**config.mk**
```make
export PLATFORM = sky130hd
export DESIGN_NAME = dof_orientation_index_generator_unit
export DESIGN_NICKNAME = d
export VERILOG_FILES = /design/src/doig_pkg.sv /design/src/dof_orientation_index_generator_unit.sv
export SDC_FILE = /design/constraint.sdc
export NUM_CORES = 1
export LEC_CHECK = 0
export ABC_CLOCK_PERIOD_IN_PS = 7150
export BUFFER_PORTS_ARGS = -buffer_cell sky130_fd_sc_hd__buf_2
export CAP_MARGIN = 20
export CORE_MARGIN = 8
export CORE_UTILIZATION = 60
export CTS_CLUSTER_SIZE = 12
export DETAILED_ROUTE_END_ITERATION = 6
export PLACE_DENSITY = 0.8
export SYNTH_ARGS = -nofsm -noshare
export SYNTH_HDL_FRONTEND = slang
export SYNTH_SLANG_ARGS = --single-unit
```
**constraint.sdc**
```tcl
create_clock -name i_clk -period 7.15 [get_ports i_clk]
set_input_delay 0.715 -clock i_clk [delete_from_list [all_inputs] [get_ports i_clk]]
set_output_delay 0.715 -clock i_clk [all_outputs]
set_load 0.02 [all_outputs]
```
**src/doig_pkg.sv**
```systemverilog
// ----------------------------------------------------------------------------
// doig_pkg: shared types and constants for the orientation index generator
// Shape codes, status codes, field widths and the triangular row offset table.
// ----------------------------------------------------------------------------
`default_nettype none

package doig_pkg;

    localparam int SHAPE_W  = 2;
    localparam int CORNER_W = 2;
    localparam int ORDER_W  = 4;
    localparam int INDEX_W  = 6;
    localparam int STATUS_W = 2;
    localparam int GRID_W   = 3;   // inner grid coordinate, q is at most 7

    localparam int DEF_MAX_ORDER = 9;

    typedef logic [SHAPE_W-1:0]  t_shape;
    typedef logic [CORNER_W-1:0] t_corner;
    typedef logic [ORDER_W-1:0]  t_order;
    typedef logic [INDEX_W-1:0]  t_index;
    typedef logic [STATUS_W-1:0] t_status;
    typedef logic [GRID_W-1:0]   t_grid;

    localparam t_shape SHAPE_EDGE = 2'd0;
    localparam t_shape SHAPE_TRI  = 2'd1;
    localparam t_shape SHAPE_QUAD = 2'd2;

    localparam t_status ST_OK   = 2'd0;
    localparam t_status ST_NONE = 2'd1;
    localparam t_status ST_ERR  = 2'd2;

    // j*(j-1)/2: points dropped from the rows below row j of a triangle
    function automatic t_index tri_drop(input t_grid j);
        t_index v;
        case (j)
            3'd0:    v = 6'd0;
            3'd1:    v = 6'd0;
            3'd2:    v = 6'd1;
            3'd3:    v = 6'd3;
            3'd4:    v = 6'd6;
            3'd5:    v = 6'd10;
            3'd6:    v = 6'd15;
            default: v = 6'd21;
        endcase
        return v;
    endfunction

endpackage

`default_nettype wire

```
**src/dof_orientation_index_generator_unit.sv**
```systemverilog
// ----------------------------------------------------------------------------
// dof_orientation_index_generator_unit: interior DoF orientation permutation
// Walks the inner point grid of an edge, triangle or quad and emits one
// natural index per output transfer.
// ----------------------------------------------------------------------------
// One request is taken when the unit is idle; it then produces its results one
// per cycle, unless the output side stalls, through a single multiply-add index
// unit (j*(q+1) + i, less the triangular offset), driven by a column/row counter
// pair. A request yields p-1 results for an edge, (q+1)(q+2)/2 with q = p-3 for
// a triangle, (q+1)^2 with q = p-2 for a quad (64 results for a quad of order
// 9), or one result for a low order, a bad corner or a bad shape. The input
// side is ready again once the last result is loaded into the output register.
// Orders above MAX_ORDER are clamped to MAX_ORDER.
`default_nettype none

module dof_orientation_index_generator_unit #(
    parameter int MAX_ORDER = doig_pkg::DEF_MAX_ORDER
) (
    input  wire                   i_clk,
    input  wire                   i_rst_n,
    input  wire                   i_in_valid,
    output logic                  o_in_ready,
    input  wire doig_pkg::t_shape  i_shape,
    input  wire doig_pkg::t_corner i_first_corner,
    input  wire doig_pkg::t_corner i_second_corner,
    input  wire doig_pkg::t_order  i_order,
    output logic                  o_out_valid,
    input  wire                   i_out_ready,
    output doig_pkg::t_index      o_natural_index,
    output logic                  o_last,
    output doig_pkg::t_status     o_status
);
    import doig_pkg::*;

    localparam t_order MaxOrd = t_order'(MAX_ORDER);

    logic    r_busy;
    t_shape  r_shape;
    t_corner r_c0;
    logic    r_same;
    t_grid   r_q;
    t_status r_mode;
    t_grid   r_mi;
    t_grid   r_mj;

    logic    r_out_valid;
    t_index  r_idx;
    logic    r_last;
    t_status r_status;

    logic    w_accept;
    logic    w_load;
    t_order  w_p;
    t_status w_mode;
    t_order  w_q4;
    logic    w_same;

    t_grid   w_qmi;
    t_grid   w_tri_rem;
    t_grid   w_ri;
    t_grid   w_rj;
    t_grid   w_i;
    t_grid   w_j;
    logic [6:0] w_prod;
    t_index  w_idx;
    logic    w_row_end;
    logic    w_is_last;

    assign o_in_ready = !r_busy;
    assign w_accept   = i_in_valid && o_in_ready;
    assign w_load     = r_busy && (!r_out_valid || i_out_ready);

    // decode a new request
    always_comb begin
        w_p    = (i_order > MaxOrd) ? MaxOrd : i_order;
        w_mode = ST_OK;
        w_q4   = w_p - 4'd2;
        w_same = 1'b0;
        if (w_p <= 4'd2) begin
            w_mode = ST_NONE;
        end else begin
            case (i_shape)
                SHAPE_EDGE: begin
                    if (i_first_corner > 2'd1) w_mode = ST_ERR;
                end
                SHAPE_TRI: begin
                    w_q4 = w_p - 4'd3;
                    if (i_first_corner > 2'd2) w_mode = ST_ERR;
                    w_same = (i_first_corner == 2'd2) ? (i_second_corner == 2'd0)
                                                      : (i_second_corner ==
                                                         i_first_corner + 2'd1);
                end
                SHAPE_QUAD: begin
                    w_same = (i_second_corner == i_first_corner + 2'd1);
                end
                default: w_mode = ST_ERR;
            endcase
        end
    end

    // rotate, mirror and linearize the current grid point
    always_comb begin
        w_qmi     = r_q - r_mi;
        w_tri_rem = r_q - r_mi - r_mj;
        w_ri      = r_mi;
        w_rj      = r_mj;
        if (r_shape == SHAPE_TRI) begin
            case (r_c0)
                2'd0:    begin w_ri = r_mi;      w_rj = r_mj;      end
                2'd1:    begin w_ri = r_mj;      w_rj = w_tri_rem; end
                default: begin w_ri = w_tri_rem; w_rj = r_mi;      end
            endcase
        end else begin
            case (r_c0)
                2'd0:    begin w_ri = r_mi;        w_rj = r_mj;        end
                2'd1:    begin w_ri = r_mj;        w_rj = w_qmi;       end
                2'd2:    begin w_ri = w_qmi;       w_rj = r_q - r_mj;  end
                default: begin w_ri = r_q - r_mj;  w_rj = r_mi;        end
            endcase
        end
        w_i = r_same ? w_ri : w_rj;
        w_j = r_same ? w_rj : w_ri;

        w_prod = 7'(w_j) * (7'(r_q) + 7'd1);
        case (r_shape)
            SHAPE_EDGE: w_idx = (r_c0 == 2'd0) ? t_index'(r_mi) : t_index'(w_qmi);
            SHAPE_TRI:  w_idx = w_prod[INDEX_W-1:0] - tri_drop(w_j) + t_index'(w_i);
            default:    w_idx = w_prod[INDEX_W-1:0] + t_index'(w_i);
        endcase

        w_row_end = (r_shape == SHAPE_TRI) ? (r_mi == r_q - r_mj) : (r_mi == r_q);
        case (r_shape)
            SHAPE_EDGE: w_is_last = (r_mi == r_q);
            SHAPE_TRI:  w_is_last = (r_mj == r_q);
            default:    w_is_last = (r_mi == r_q) && (r_mj == r_q);
        endcase
        if (r_mode != ST_OK) w_is_last = 1'b1;
    end

    always_ff @(posedge i_clk) begin
        if (!i_rst_n) begin
            r_busy      <= 1'b0;
            r_out_valid <= 1'b0;
        end else begin
            if (w_accept) begin
                r_busy  <= 1'b1;
                r_shape <= i_shape;
                r_c0    <= i_first_corner;
                r_same  <= w_same;
                r_q     <= w_q4[GRID_W-1:0];
                r_mode  <= w_mode;
                r_mi    <= '0;
                r_mj    <= '0;
            end else if (w_load) begin
                if (w_is_last) begin
                    r_busy <= 1'b0;
                end else if (w_row_end) begin
                    r_mi <= '0;
                    r_mj <= r_mj + 3'd1;
                end else begin
                    r_mi <= r_mi + 3'd1;
                end
            end

            if (w_load) begin
                r_out_valid <= 1'b1;
            end else if (i_out_ready) begin
                r_out_valid <= 1'b0;
            end
        end
    end

    // output payload: hold until transfer
    always_ff @(posedge i_clk) begin
        if (w_load) begin
            r_idx    <= (r_mode == ST_OK) ? w_idx : '0;
            r_last   <= w_is_last;
            r_status <= r_mode;
        end
    end

    assign o_out_valid     = r_out_valid;
    assign o_natural_index = r_idx;
    assign o_last          = r_last;
    assign o_status        = r_status;

    a_accept_busy: assert property (@(posedge i_clk) disable iff (!i_rst_n)
        w_accept |=> r_busy)
        else $error("request accepted but unit not busy");

    a_special_last: assert property (@(posedge i_clk) disable iff (!i_rst_n)
        (o_out_valid && o_status != ST_OK) |-> (o_last && o_natural_index == '0))
        else $error("special result must be a single zero-index last result");

    a_tri_bounds: assert property (@(posedge i_clk) disable iff (!i_rst_n)
        (r_busy && r_mode == ST_OK && r_shape == SHAPE_TRI)
            |-> (4'(r_mi) + 4'(r_mj) <= 4'(r_q)))
        else $error("triangle walk left the inner grid");

    a_idle_after_last: assert property (@(posedge i_clk) disable iff (!i_rst_n)
        (w_load && w_is_last && !w_accept) |=> !r_busy)
        else $error("unit still busy after last result");

endmodule

`default_nettype wire

```
==> impl_metrics.yaml <==
power_and_ir_drop:
  power.density_cell_area_mw_per_mm2: 198.8
  power.combinational.fraction: 0.540
  switching_share: 0.3896
  peakVddDrop_mv: 0.1300
  power_frac_clock: 0.138
  share_seq_of_total_power: 0.322
  p_sw_uw: 240.9
  internal_power_uw: 377.4
  cellLeakagePower_nw: 1.353
logic_synthesis:
  netlist_instances: 320
  netlist_area_sq_mm: 0.002928
  synth_seq_area_share: 0.2701
  fraction_of_synthesis_flops_using_an_asynchronous_set_or_reset_pin: 0
  ys_top_cells_by_area: "sky130_fd_sc_hd__edfxtp_1 26%, sky130_fd_sc_hd__ha_1 14%, sky130_fd_sc_hd__fa_1 6.8%, sky130_fd_sc_hd__xnor2_1 6.6%, sky130_fd_sc_hd__nor2_1 4.7%"
  synth.cells.most_frequent: "37 x sky130_fd_sc_hd__nor2_1, 33 x sky130_fd_sc_hd__ha_1, 31 x sky130_fd_sc_hd__inv_1"
  synth_largest_area_cell: "sky130_fd_sc_hd__edfxtp_1"
  post_synth.cell_area_avg_sq_um: 9.149
  synthFlopType: "sky130_fd_sc_hd__edfxtp_1"
  synth_edf_count: 25
  yosys_warnings: 0
  post-synth-top-count-cell: "sky130_fd_sc_hd__nor2_1"
  post-synth-top-area-fraction: 0.2564
  post_synthesis_net_count: 377
  synth_unique_cells: 58
  synth-seq-cells: 27
grt:
  grt_use_total: 0.1720
  grt_first_pass_wirelength_mm: 10.43
  grt_pass1_vias: 2311
  globalRoute.totalOverflow: 0
  grt_antenna_before_repair: 0
  grt_max_degree: 22
critical_path:
  cp-start-kind: "register"
  worstSetupEndpointType: "register"
  critical_path_required_ns: 7.16
  critical_path_arrival_ns: 6.05
  crit_type: "reg -> reg"
  cp-startpoint: "r_q[0]"
  count_of_cells_along_the_worst_register_to_register_path: 25
  worstPathMaxFanout: 7
  crit-reg2reg-capture: "o_natural_index[5]"
  r2r_slack_ns: 1.11
  cp-endpoint: "o_natural_index[5]"
  crit-reg2reg-launch: "r_q[0]"
sta:
  hold_viol_final: 0
  post-route-min-period_ns: 6.038
  setup_ws_ns: 1.112
  worstMarginPinSlew_ns: 0.7101
  tns_ns: 0
  skew_ns: 0.005519
  max_freq_mhz: 165.6
  final_slew_viol_count: 0
  finalCritPeriodShare: 0.8445
  final_setup_fails: 0
  slew-limit-headroom: 0.5266
  rsz0062_at_grt: "no"
place:
  port-buffer-count: 24
  globalplace.congestion: 0.9184
  detailedPlacementHpwl_mm: 4.898
  place_ws_ns: 1.163
layout:
  final-seq-area_sq_um: 790.8
  multiInputGateArea_sq_mm: 0.001951
  antenna-diode-count: 0
  area_growth_syn_to_layout_pct: 6.239
  layout.filler_cells: 409
  fin_nets: 393
  drive_gt1_frac: 0.1224
cts:
  clock_latency_ns: 0.27
  htree_levels: 1
  cts.path.max_buffers: 2
  tritoncts: "done"
  clock-sinks: 27
  cts.hold.buffers_added: 0
  clk_pin_slew_ns: 0.09
  cts.root.buffer_cell: "sky130_fd_sc_hd__clkbuf_8"
  postCtsSetupRepairBufs: 0
  postCtsResizedCells: 0
  cts_made_buffers: 3
min_path:
  worstHoldStart: "r_mode[1]"
  min_path_type: "reg -> reg"
run_status:
  outcome: "completed"
drt:
  drt_iter0_drc: 162
  drtPass1Iterations: 4
  total_number_of_vias: 2241
  ant_nets: 0
  drt-vias-per-instance: 5.575
  drc: 0
  routedWlPerCell_um: 15.12
  routed_wirelength_mm: 6.080
floorplan:
  floorplan.core_area_sq_mm: 0.004723
  die_width_um: 85.86
  rows: 25
  fp.dieH_um: 85.86
  initial_core_util: 0.6199
  ioPinCount: 25
  fp.dieArea_sq_mm: 0.007371
job:
  max_cap_viol_count: 0
placed cells by master (no fill, tap or decap), types with 4 or more instances in the layout:
| cell type | Yosys | final |
|---|---|---|
| sky130_fd_sc_hd__fa_1 | 10 | 10 |
| sky130_fd_sc_hd__buf_2 | 5 | 24 |
| sky130_fd_sc_hd__xor2_1 | 13 | 13 |
| sky130_fd_sc_hd__mux2i_1 | 6 | 6 |
| sky130_fd_sc_hd__o21ai_0 | 11 | 11 |
| sky130_fd_sc_hd__nand3_1 | 5 | 5 |
| sky130_fd_sc_hd__inv_1 | 31 | 31 |
| sky130_fd_sc_hd__nor3_1 | 4 | 4 |
| sky130_fd_sc_hd__nor2_1 | 37 | 37 |
| sky130_fd_sc_hd__nand2_1 | 14 | 14 |
| sky130_fd_sc_hd__ha_1 | 33 | 33 |
| sky130_fd_sc_hd__and2_1 | 8 | 8 |
| sky130_fd_sc_hd__edfxtp_1 | 25 | 25 |
| sky130_fd_sc_hd__xnor2_1 | 22 | 22 |
| sky130_fd_sc_hd__a21oi_1 | 21 | 21 |
| sky130_fd_sc_hd__nor2b_1 | 7 | 7 |
worst min path at each step:
stage,endpoint,cells past startpoint
floorplan,o_status[0],0
detailed placement,o_status[1],0
finish,o_status[1],0
global placement,o_status[0],0
global route,o_status[0],0
CTS,o_status[1],0
power groups by stage:
stage	clock [mW]	combinational, mW	sequential, mW
3_3_place_gp	0	0.319	0.202
3_5_place_dp	0	0.329	0.202
6_report	0.0854	0.334	0.199
2_1_floorplan	0	0.266	0.200
5_1_grt	0.0914	0.376	0.200
4_1_cts	0.0868	0.332	0.199
per-layer routing:
metal	vias up	routed length [um]	track usage
li1	1131	-	-
met1	1068	2808	0.2123
met2	38	3041	0.3082
met3	4	152	0.02006
met4	0	77	0.04299
met5	-	0	0
critical path: stages, from the launching register on:
cell                       delay [ns]
sky130_fd_sc_hd__edfxtp_1        0.49
sky130_fd_sc_hd__inv_1           0.17
sky130_fd_sc_hd__ha_1            0.16
sky130_fd_sc_hd__inv_1           0.05
sky130_fd_sc_hd__fa_1            0.50
sky130_fd_sc_hd__inv_1           0.09
sky130_fd_sc_hd__fa_1            0.42
sky130_fd_sc_hd__xnor2_1         0.27
sky130_fd_sc_hd__xor2_1          0.11
sky130_fd_sc_hd__or3_1           0.34
sky130_fd_sc_hd__a21oi_2         0.20
sky130_fd_sc_hd__o21ai_1         0.11
sky130_fd_sc_hd__o21ai_2         0.15
sky130_fd_sc_hd__and2_1          0.20
sky130_fd_sc_hd__fa_1            0.39
sky130_fd_sc_hd__ha_1            0.31
sky130_fd_sc_hd__inv_1           0.06
sky130_fd_sc_hd__fa_1            0.51
sky130_fd_sc_hd__inv_1           0.04
sky130_fd_sc_hd__ha_1            0.32
sky130_fd_sc_hd__a21oi_1         0.21
sky130_fd_sc_hd__o21bai_1        0.10
sky130_fd_sc_hd__a21oi_1         0.18
sky130_fd_sc_hd__xnor2_1         0.15
sky130_fd_sc_hd__xnor2_1         0.16
sky130_fd_sc_hd__o32ai_2         0.09
cell type report:
class,count,area share
clock buffers,4,0.01448
inverters,32,0.03862
multi-input cells,248,0.6271
flip-flops and latches,27,0.2542
well taps,67,0.02695
repair buffers,24,0.03862
sequential cells by signal (all words and copies together), names as in the netlist, 2 cells and up:
name / cells
o_natural_index: 6
r_mi: 3
r_mj: 3
r_q: 3
o_status: 2
r_c0: 2
r_mode: 2
r_shape: 2
stage by stage:
stage / cells / area, sq um / power, mW / hold WS, ns / util
floorplan: 320 / 2928 / 0.4658 / 0.4422 / -
global placement: 398 / 3065 / 0.5211 / 0.4571 / 0.6490
detailed placement: 398 / 3065 / 0.5310 / 0.4609 / 0.6490
CTS: 402 / 3110 / 0.6179 / 0.4822 / 0.6585
global route: 402 / 3110 / 0.6684 / 0.5082 / 0.6585
finish: 402 / 3110 / 0.6183 / 0.4828 / 0.6585
cells by family after synthesis:
group,synth area share
AO/OA/AOI/OAI,0.1603
XOR/XNOR,0.1128
adder cells (fa/ha/maj),0.2094
buffers and inverters,0.06367
flip-flops,0.2701
multiplexers,0.03205
AND/OR/NAND/NOR,0.1517
(Power assumes the default switching activity.)
